### src/hdl/cprp_pkg.sv
`default_nettype none
// ----------------------------------------------------------------------------
// cprp_pkg
// Byte codes and status codes for the cursor position report parser.
// ----------------------------------------------------------------------------
package cprp_pkg;

   // received byte codes of a cursor position report
   localparam logic [7:0] BYTE_ESC  = 8'h1B;
   localparam logic [7:0] BYTE_LSQ  = 8'h5B;
   localparam logic [7:0] BYTE_SEMI = 8'h3B;
   localparam logic [7:0] BYTE_R    = 8'h52;
   localparam logic [7:0] BYTE_ZERO = 8'h30;
   localparam logic [7:0] BYTE_NINE = 8'h39;

   // decimal radix of the coordinate digits
   localparam int unsigned RADIX = 10;

   // reply status codes
   typedef enum logic {
      STATUS_OK        = 1'b0,
      STATUS_MALFORMED = 1'b1
   } status_type;

endpackage : cprp_pkg
`default_nettype wire

### src/hdl/cursor_position_report_parser_unit.sv
`default_nettype none
// ----------------------------------------------------------------------------
// cursor_position_report_parser_unit
// Parses ESC '[' row ';' col 'R' replies one received byte per word.
// Results are registered: valid in the cycle after a reply ends or breaks.
// Throughput: 1 word per cycle while the result register is empty or taken;
// the phase and accumulator update is a single registered step.
// Reset: synchronous; phase to expect ESC, accumulators, swap, rsp valid to 0.
// ----------------------------------------------------------------------------
module cursor_position_report_parser_unit #(
   parameter int unsigned COORD_BITS = 16
) (
   input  wire logic clock,
   input  wire logic reset,
   // configuration write
   input  wire logic csr_valid,
   output logic      csr_ready,
   input  wire logic csr_data,     // swap_axes
   // request stream
   input  wire logic       req_tvalid,
   output logic            req_tready,
   input  wire logic [7:0] req_tdata,  // [7:0] rx_byte
   input  wire logic       req_tuser,  // [0] restart
   // response stream
   output logic            rsp_tvalid,
   input  wire logic       rsp_tready,
   // [C:0] pos_row, [2C+1:C+1] cursor_col, [2C+9:2C+2] bad_byte, zero pad
   output logic [((2*(COORD_BITS+1)+8+7)/8)*8-1:0] rsp_tdata,
   output cprp_pkg::status_type rsp_tuser   // [0] reply_status
);

   import cprp_pkg::*;

   localparam int unsigned OUT_W   = COORD_BITS + 1;
   localparam int unsigned FIELD_W = 2*OUT_W + 8;
   localparam int unsigned TDATA_W = ((FIELD_W + 7)/8)*8;
   localparam int unsigned SUM_W   = COORD_BITS + 4;
   localparam logic [COORD_BITS-1:0] COORD_MAX = '1;

   typedef enum logic [1:0] {
      PH_ESC = 2'd0,
      PH_LSQ = 2'd1,
      PH_ROW = 2'd2,
      PH_COL = 2'd3
   } phase_type;

   phase_type              phase_ff, phase_in;
   logic [COORD_BITS-1:0]  row_ff, row_in;
   logic [COORD_BITS-1:0]  col_ff, col_in;
   logic                   swap_ff;
   logic                   rsp_valid_ff;
   logic [TDATA_W-1:0]     rsp_data_ff, rsp_data_in;
   status_type             rsp_user_ff, rsp_user_in;

   phase_type              phase_cur;
   logic [COORD_BITS-1:0]  row_cur, col_cur;
   logic [COORD_BITS-1:0]  row_acc, col_acc;
   logic [SUM_W-1:0]       row_sum, col_sum;
   logic [3:0]             digit;
   logic                   is_digit;
   logic                   byte_ok, reply_done, emit;
   logic [COORD_BITS-1:0]  first_val, second_val;
   logic [OUT_W-1:0]       row_out, col_out;
   logic                   req_fire;

   // handshakes
   assign csr_ready  = 1'b1;
   assign req_tready = !rsp_valid_ff || rsp_tready;
   assign req_fire   = req_tvalid && req_tready;
   assign rsp_tvalid = rsp_valid_ff;
   assign rsp_tdata  = rsp_data_ff;
   assign rsp_tuser  = rsp_user_ff;

   // restart clears the parse before this byte is looked at
   assign phase_cur = req_tuser ? PH_ESC : phase_ff;
   assign row_cur   = req_tuser ? '0 : row_ff;
   assign col_cur   = req_tuser ? '0 : col_ff;

   // decimal digit accumulate: acc*10 + digit, saturating
   assign is_digit = (req_tdata >= BYTE_ZERO) && (req_tdata <= BYTE_NINE);
   assign digit    = 4'(req_tdata - BYTE_ZERO);
   assign row_sum  = (SUM_W'(row_cur) << 3) + (SUM_W'(row_cur) << 1) + SUM_W'(digit);
   assign col_sum  = (SUM_W'(col_cur) << 3) + (SUM_W'(col_cur) << 1) + SUM_W'(digit);
   assign row_acc  = (row_sum > SUM_W'(COORD_MAX)) ? COORD_MAX : row_sum[COORD_BITS-1:0];
   assign col_acc  = (col_sum > SUM_W'(COORD_MAX)) ? COORD_MAX : col_sum[COORD_BITS-1:0];

   // phase decode of the current byte
   always_comb begin
      phase_in   = phase_cur;
      row_in     = row_cur;
      col_in     = col_cur;
      byte_ok    = 1'b0;
      reply_done = 1'b0;
      case (phase_cur)
         PH_ESC: begin
            if (req_tdata == BYTE_ESC) begin
               byte_ok  = 1'b1;
               phase_in = PH_LSQ;
            end
         end
         PH_LSQ: begin
            if (req_tdata == BYTE_LSQ) begin
               byte_ok  = 1'b1;
               phase_in = PH_ROW;
            end
         end
         PH_ROW: begin
            if (is_digit) begin
               byte_ok = 1'b1;
               row_in  = row_acc;
            end else if (req_tdata == BYTE_SEMI) begin
               byte_ok  = 1'b1;
               phase_in = PH_COL;
            end
         end
         PH_COL: begin
            if (is_digit) begin
               byte_ok = 1'b1;
               col_in  = col_acc;
            end else if (req_tdata == BYTE_R) begin
               byte_ok    = 1'b1;
               reply_done = 1'b1;
            end
         end
         default: begin
            byte_ok = 1'b0;
         end
      endcase
      // any result sends the parser back to expect ESC
      if (!byte_ok || reply_done) begin
         phase_in = PH_ESC;
         row_in   = '0;
         col_in   = '0;
      end
   end

   assign emit = !byte_ok || reply_done;

   // swap and make zero-based
   assign first_val  = swap_ff ? col_cur : row_cur;
   assign second_val = swap_ff ? row_cur : col_cur;
   assign row_out    = {1'b0, first_val} - OUT_W'(1);
   assign col_out    = {1'b0, second_val} - OUT_W'(1);

   // result word
   always_comb begin
      if (!byte_ok) begin
         rsp_data_in = TDATA_W'({req_tdata, {OUT_W{1'b0}}, {OUT_W{1'b0}}});
         rsp_user_in = STATUS_MALFORMED;
      end else begin
         rsp_data_in = TDATA_W'({8'h00, col_out, row_out});
         rsp_user_in = STATUS_OK;
      end
   end

   // control state
   always_ff @(posedge clock) begin
      if (reset) begin
         phase_ff     <= PH_ESC;
         row_ff       <= '0;
         col_ff       <= '0;
         swap_ff      <= 1'b0;
         rsp_valid_ff <= 1'b0;
      end else begin
         if (csr_valid && csr_ready) begin
            swap_ff <= csr_data;
         end
         if (req_fire) begin
            phase_ff <= phase_in;
            row_ff   <= row_in;
            col_ff   <= col_in;
         end
         if (req_fire) begin
            rsp_valid_ff <= emit;
         end else if (rsp_tready) begin
            rsp_valid_ff <= 1'b0;
         end
      end
   end

   // result payload
   always_ff @(posedge clock) begin
      if (req_fire && emit) begin
         rsp_data_ff <= rsp_data_in;
         rsp_user_ff <= rsp_user_in;
      end
   end

   // checks
   a_idle_clear: assert property (@(posedge clock) disable iff (reset)
      (phase_ff == PH_ESC) |-> (row_ff == '0 && col_ff == '0))
      else $error("accumulators not clear while expecting ESC");

   a_result_resets_phase: assert property (@(posedge clock) disable iff (reset)
      (req_fire && emit) |=> (phase_ff == PH_ESC))
      else $error("phase not back to ESC after a result");

   a_ok_no_bad_byte: assert property (@(posedge clock) disable iff (reset)
      (rsp_valid_ff && rsp_user_ff == STATUS_OK) |-> (rsp_data_ff[2*OUT_W +: 8] == 8'h00))
      else $error("complete reply carries a bad byte");

   a_bad_zero_coords: assert property (@(posedge clock) disable iff (reset)
      (rsp_valid_ff && rsp_user_ff == STATUS_MALFORMED) |-> (rsp_data_ff[2*OUT_W-1:0] == '0))
      else $error("malformed reply carries coordinates");

   a_stall_only_full: assert property (@(posedge clock) disable iff (reset)
      !req_tready |-> rsp_valid_ff)
      else $error("request stalled with empty result register");

endmodule : cursor_position_report_parser_unit
`default_nettype wire
### config.mk
export PLATFORM = sky130hd
export DESIGN_NAME = cursor_position_report_parser_unit
export DESIGN_NICKNAME = d
export VERILOG_FILES = /design/src/hdl/cprp_pkg.sv /design/src/hdl/cursor_position_report_parser_unit.sv
export SDC_FILE = /design/constraint.sdc
export NUM_CORES = 1
export LEC_CHECK = 0
export ABC_AREA = 1
export BUFFER_PORTS_ARGS = -buffer_cell sky130_fd_sc_hd__buf_2
export CORE_MARGIN = 3
export CORE_UTILIZATION = 45
export DETAILED_ROUTE_END_ITERATION = 7
export PLACE_DENSITY = 0.66
export SLEW_MARGIN = 25
export SYNTH_ARGS = -nofsm -noshare
export SYNTH_HDL_FRONTEND = slang
export SYNTH_SLANG_ARGS = --single-unit
### constraint.sdc
create_clock -name clock -period 3 [get_ports clock]
set_clock_uncertainty 0.15 [all_clocks]
set_input_delay 0.15 -clock clock [delete_from_list [all_inputs] [get_ports clock]]
set_output_delay 0.15 -clock clock [all_outputs]
set_load 0.02 [all_outputs]
# After elaboration in Yosys (flattened, before gate mapping)

Index checks and enable logic that the tools add are counted.

Flip-flop bits (word level): 85
Input bits: 15
Logic and storage cells: 67

$add $sub $neg: 7
Order comparisons: 4
Equal/unequal tests: 7
Multiplexer cells: 31
Reductions and logical operators: 9

Operators by type and width:

| operator                                                                          | number |
|---|---|
| 16-bit two-way mux                                                                | 12 |
| 19-bit by 17-bit adder with 20-bit output                                         | 2 |
| 20-bit by 4-bit adder with 20-bit output                                          | 2 |
| 20-bit by 16-bit greater-than comparator with 1-bit output, second input constant | 2 |
| 16-bit by 1-bit subtractor with 17-bit output, second input constant              | 2 |
| 8-bit by 7-bit equality test with 1-bit output, second input constant             | 2 |
| 2-bit two-way mux                                                                 | 6 |
| 1-bit two-way mux                                                                 | 11 |
| 8-bit by 5-bit equality test with 1-bit output, second input constant             | 1 |
| 8-bit by 6-bit equality test with 1-bit output, second input constant             | 1 |
| 8-bit by 6-bit >= comparator with 1-bit output, second input constant             | 1 |
| 8-bit by 6-bit less-or-equal comparator with 1-bit output, second input constant  | 1 |
| 2-bit case mux with 3 select lines                                                | 1 |
| 2-bit equality test, second input constant                                        | 2 |
| 1-bit case mux with 4 select lines                                                | 1 |
| 4-bit by 1-bit subtractor with 4-bit output, second input constant                | 1 |
| 1-bit logical AND                                                                 | 3 |
| 2-bit by 1-bit equality test with 1-bit output, second input constant             | 1 |
| 1-bit zero test                                                                   | 2 |
| 2-bit zero test                                                                   | 1 |
| 1-bit logical OR                                                                  | 2 |
| 2-bit nonzero test                                                                | 1 |

# Depth between registers and ports, before layout

Depth in word-level cells: 8
Depth in mapped cells: 21

# Least setup slack after synthesis

OpenSTA, ideal clock, no wires.

Path kind: input-to-reg
Start: input req_tuser
End: register col_ff[5]
Library setup time: 0.132 ns
Arrival time: 2.546 ns
Data required time: 2.718 ns
Slack: 0.172 ns
Cell stages on the path: 20
Path buffers: 2
Cell sequence: inv_2 > buf_4 > nand2_1 > xor2_1 > inv_1 > ha_1 > fa_1 > nand2_1 > nand2_1 > nand3_1 > nand2_1 > nand2_1 > nand2_1 > nand2_1 > nand2_1 > nor2_1 > buf_4 > nand3_1 > nand2_1 > a21oi_1

Cells in the longest elaborated chain, start to end: 8
Elaborated cells on any way between the ends: 17

Ends and longest elaborated chain:

| element                                                    | RTL line                                  | source |
|---|---|---|
| start: declaration                                         | cursor_position_report_parser_unit.sv:23  | `input wire logic req_tuser,` |
| 16-bit two-way mux                                         | cursor_position_report_parser_unit.sv:77  | `assign col_cur = req_tuser ? '0 : col_ff;` |
| 19-bit by 17-bit adder with 20-bit output                  | cursor_position_report_parser_unit.sv:83  | `assign col_sum = (SUM_W'(col_cur) << 3) + (SUM_W'(col_cur) << 1) + SUM_W'(digit);` |
| 20-bit by 4-bit adder with 20-bit output                   | cursor_position_report_parser_unit.sv:83  |  |
| 20-bit by 16-bit greater-than comparator with 1-bit output | cursor_position_report_parser_unit.sv:85  | `assign col_acc = (col_sum > SUM_W'(COORD_MAX)) ? COORD_MAX : col_sum[COORD_BITS-1:0];` |
| 16-bit two-way mux                                         | cursor_position_report_parser_unit.sv:85  |  |
| 16-bit two-way mux                                         | cursor_position_report_parser_unit.sv:117 | `if (is_digit) begin` |
| 16-bit two-way mux                                         | cursor_position_report_parser_unit.sv:94  | `case (phase_cur)` |
| 16-bit two-way mux *                                       | cursor_position_report_parser_unit.sv:130 | `if (!byte_ok \|\| reply_done) begin` |
| end signal: assignment                                     | cursor_position_report_parser_unit.sv:171 | `col_ff <= col_in;` |
| end: declaration                                           | cursor_position_report_parser_unit.sv:49  | `logic [COORD_BITS-1:0] col_ff, col_in;` |

Mark *: on every way between the ends. The rest lies on a longest branch, timed or not.
A chain may end at the register's enable or synchronous reset.

# Worst setup path after layout

Start: register row_ff[0]
End: register row_ff[8]

Cells in the longest elaborated chain, start to end: 8

Ends and longest elaborated chain:

| element                                                    | RTL line                                  | source |
|---|---|---|
| start: declaration                                         | cursor_position_report_parser_unit.sv:48  | `logic [COORD_BITS-1:0] row_ff, row_in;` |
| start signal: assignment                                   | cursor_position_report_parser_unit.sv:170 | `row_ff <= row_in;` |
| 16-bit two-way mux *                                       | cursor_position_report_parser_unit.sv:76  | `assign row_cur = req_tuser ? '0 : row_ff;` |
| 19-bit by 17-bit adder with 20-bit output *                | cursor_position_report_parser_unit.sv:82  | `assign row_sum = (SUM_W'(row_cur) << 3) + (SUM_W'(row_cur) << 1) + SUM_W'(digit);` |
| 20-bit by 4-bit adder with 20-bit output *                 | cursor_position_report_parser_unit.sv:82  |  |
| 20-bit by 16-bit greater-than comparator with 1-bit output | cursor_position_report_parser_unit.sv:84  | `assign row_acc = (row_sum > SUM_W'(COORD_MAX)) ? COORD_MAX : row_sum[COORD_BITS-1:0];` |
| 16-bit two-way mux *                                       | cursor_position_report_parser_unit.sv:84  |  |
| 16-bit two-way mux *                                       | cursor_position_report_parser_unit.sv:108 | `if (is_digit) begin` |
| 16-bit two-way mux *                                       | cursor_position_report_parser_unit.sv:94  |  |
| 16-bit two-way mux *                                       | cursor_position_report_parser_unit.sv:130 |  |

Marked as above.

==> results.toml <==
[die]
dieArea_um2 = 18100
row_count = 46
core_um2 = 16000
io-pin-count = 67
die_w_um = 134
initial_core_util_pct = 46.4
die_h_um = 134

[synth]
ys_top_cells_by_area = "nand2_1 19%, edfxtp_1 17%, ha_1 11%"
synth_flop_cell = "edfxtp_1"
synth_xor_area_share_pct = 1.42
synth_adder_area_share_pct = 11.3
avgSynthCellArea_um2 = 6.20
yosysSeqAreaShare_pct = 27.1
synth_top_family_by_area = "simple AND/OR/NAND/NOR gates"
ys_types = 38
yosysWarnings = 0
synth-seq-cells = 79
synth-simple-area-share_pct = 36.2
synth_top_area_share_pct = 19.5
synthArstFlopShare_pct = 0
synth_compound_area_share_pct = 10.4
synth_area_leader_cell = "nand2_1"
synth-edff-count = 43
synth_cells = 1197
synth_area_um2 = 7420
synthMuxAreaShare_pct = 0

[grt]
grt_busiest_layer = "met2"
grt_util_met3_pct = 2.74
grt_max_degree = 41
use_met1_pct = 30.7
gr-usage-all-layers_pct = 21.3
grtUsageMet2_pct = 34.1
antenna_found_initial = 0
grt_pass1_wl_um = 31200
grt_pass1_vias = 6480
overflow = 0

[final_layout]
n_antenna_cell = 0
multi_input_comb_area_um2 = 4550
layout_commonest_cell = "nand2_1"
area_delta_synth_final_pct = 17.9
fill_cells = 1645
finalNonFillerCells = 1512
nets = 1372
final_layout_size_suffix_gt1_share_pct = 15.6
most-common-layout-cells = "376 x nand2_1, 191 x inv_1, 125 x nor2_1"
seqCellArea_um2 = 2010

[worst_setup_path]
crit_top_cell = "nand2_1"
arrival_ns = 2.91
path_class = "flop to flop"
worstPathMaxFanout = 8
cp-end-kind = "flop"
cp_num_buf_inv = 2
setup.worst_path.start_class = "flop"
cp_slowest_stage_delay_ns = 0.33
cp_cell_sequence = "nand2_2, xor2_1, inv_1, ha_4, o21bai_1, ha_1, or2_4, nand3b_1, nand2_1, nand2_1, nand2_1, nand2_1, nand2_1, nor2_4, clkbuf_16, nand3_1, nand2_1, a21oi_1"
required_ns = 3.05
slowest_stage = "ha_1"
crit_family = "simple AND/OR/NAND/NOR gates"

[timing]
min_period_over_period_pct = 95.1
worst_slack_ns = 0.147
setup_viol = 0
final_hold_viol_count = 0
relSlewSlack_pct = 50.0
period_needed_ns = 2.85
slew_violations = 0
max_freq_mhz = 351
worst_slew_pin_slew_ns = 0.750

[detailed_routing]
avgRoutedWirePerCell_um = 13.0
drt_iter0_markers = 506
routed_wl_um = 19600
via_per_inst = 4.89
via_count = 7388
drc = 0
final_antenna_net_count = 0
dr.pass1.iters = 5

[clock_network]
htreeDepth = 3
clockBufferDepth = 2
root_buffer = "clkbuf_16"
cts_buffers = 9
worstSkewPairLatency_ns = 0.35
clock-sinks = 79
clkTransAtPathRegs_ns = 0.07
cts_tree = "yes"

[place]
pre_cts_ws_ns = -0.107
dp.cells = 1486
gp_congestion = 0.921
dpl.hpwl_um = 15100
io_buffers = 59

[min_path]
worstHoldPathType = "primary input to flop"

[power_and_ir_drop]
powerDensity_nw_per_um2 = 284
p_leak_nw = 4.72
vdd_ir_drop_max_uv = 203

[outcome]
status = "complete, no violations"

[job]
maxCapViolations = 0
[layer usage]
| layer | vias up | share of wire [%] |
|---|---|---|
| li1 | 3913 | - |
| met1 | 3271 | 47 |
| met2 | 188 | 46 |
| met3 | 16 | 6.3 |
| met4 | 0 | 0.95 |
| met5 | - | 0 |
[cell type report]
type / instances / share of cell area (%)
Multi-Input combinational cell: 878 / 52.1
Sequential cell: 79 / 23.0
Timing Repair Buffer: 119 / 9.87
Inverter: 204 / 8.76
Tap cell: 216 / 3.09
Clock buffer: 9 / 2.58
Clock inverter: 7 / 0.615
[cell usage after synthesis, types with 2 or more instances]
cell type / n
or2_2: 7
edfxtp_1: 43
buf_2: 13
buf_4: 11
dfxtp_1: 36
conb_1: 2
nand2_1: 385
o21bai_1: 3
a21oi_1: 86
clkbuf_1: 13
nor3_1: 10
o21a_1: 7
o21ai_1: 25
nor2_1: 132
nor2_2: 13
nand2_2: 6
nor4_1: 3
or2_1: 5
nand4_1: 3
nand3_1: 68
ha_1: 64
clkinv_1: 2
and2_1: 6
buf_6: 3
o21ai_2: 5
xor2_1: 11
and3_1: 2
fa_1: 2
o21ai_0: 19
inv_2: 9
inv_1: 193
nand3b_1: 4
[flip-flops by register name, summed over array words and instances, names as in the netlist]
name        flops
rsp_tvalid      1
rsp_tuser       1
rsp_tdata      42
col_ff         16
phase_ff        2
row_ff         16
swap_ff         1
[where the power goes]
part           internal [mW]  switching, mW  total [mW]
clock network          0.567          0.476        1.04
logic                 0.0778          0.190       0.267
registers               1.17        0.00643        1.18
[stage by stage]
step                      total power [mW]  util [%]  cell area (um^2)  setup TNS [ns]  hold WS (ns)
after floorplan                       1.39         -              7440               0         0.139
after global placement                1.46      51.3              8210           -1.18         0.230
after detailed placement              1.46      51.3              8210           -1.54         0.232
after CTS                             2.49      53.4              8540               0       0.00379
after global routing                  2.57      54.7              8750          -0.132        0.0114
final                                 2.49      54.7              8750               0       0.00543
[worst min-delay path, cell delays in order]
cell    delay (ns)
buf_2         0.10
inv_1         0.05
nor2_1        0.09
[kinds of logic (layout without fill, tap and decap cells)]
group / Yosys count / in the layout
adder cells (fa/ha/maj): 66 / 66
flip-flops: 79 / 79
XOR/XNOR: 12 / 12
other: 2 / 7
buffers and inverters: 245 / 339
AO/OA/AOI/OAI: 145 / 145
AND/OR/NAND/NOR: 648 / 648
[timing repair]
item	CTS	global route
setup endpoints to repair	0	32
endpoints found under the hold margin	4	0
setup buffers	0	2
resized for setup	0	38
hold buffers	5	0
[final timing paths]
path	start	to	slack, ns	cells after the start
min	req_tdata[4]	rsp_tdata[38]	0.005	3
max	row_ff[0]	row_ff[8]	0.15	18
min reg2reg	col_ff[14]	col_ff[14]	0.31	2
max reg2reg	row_ff[0]	row_ff[8]	0.15	18
No activity file was read; power rests on OpenSTA's default activity.
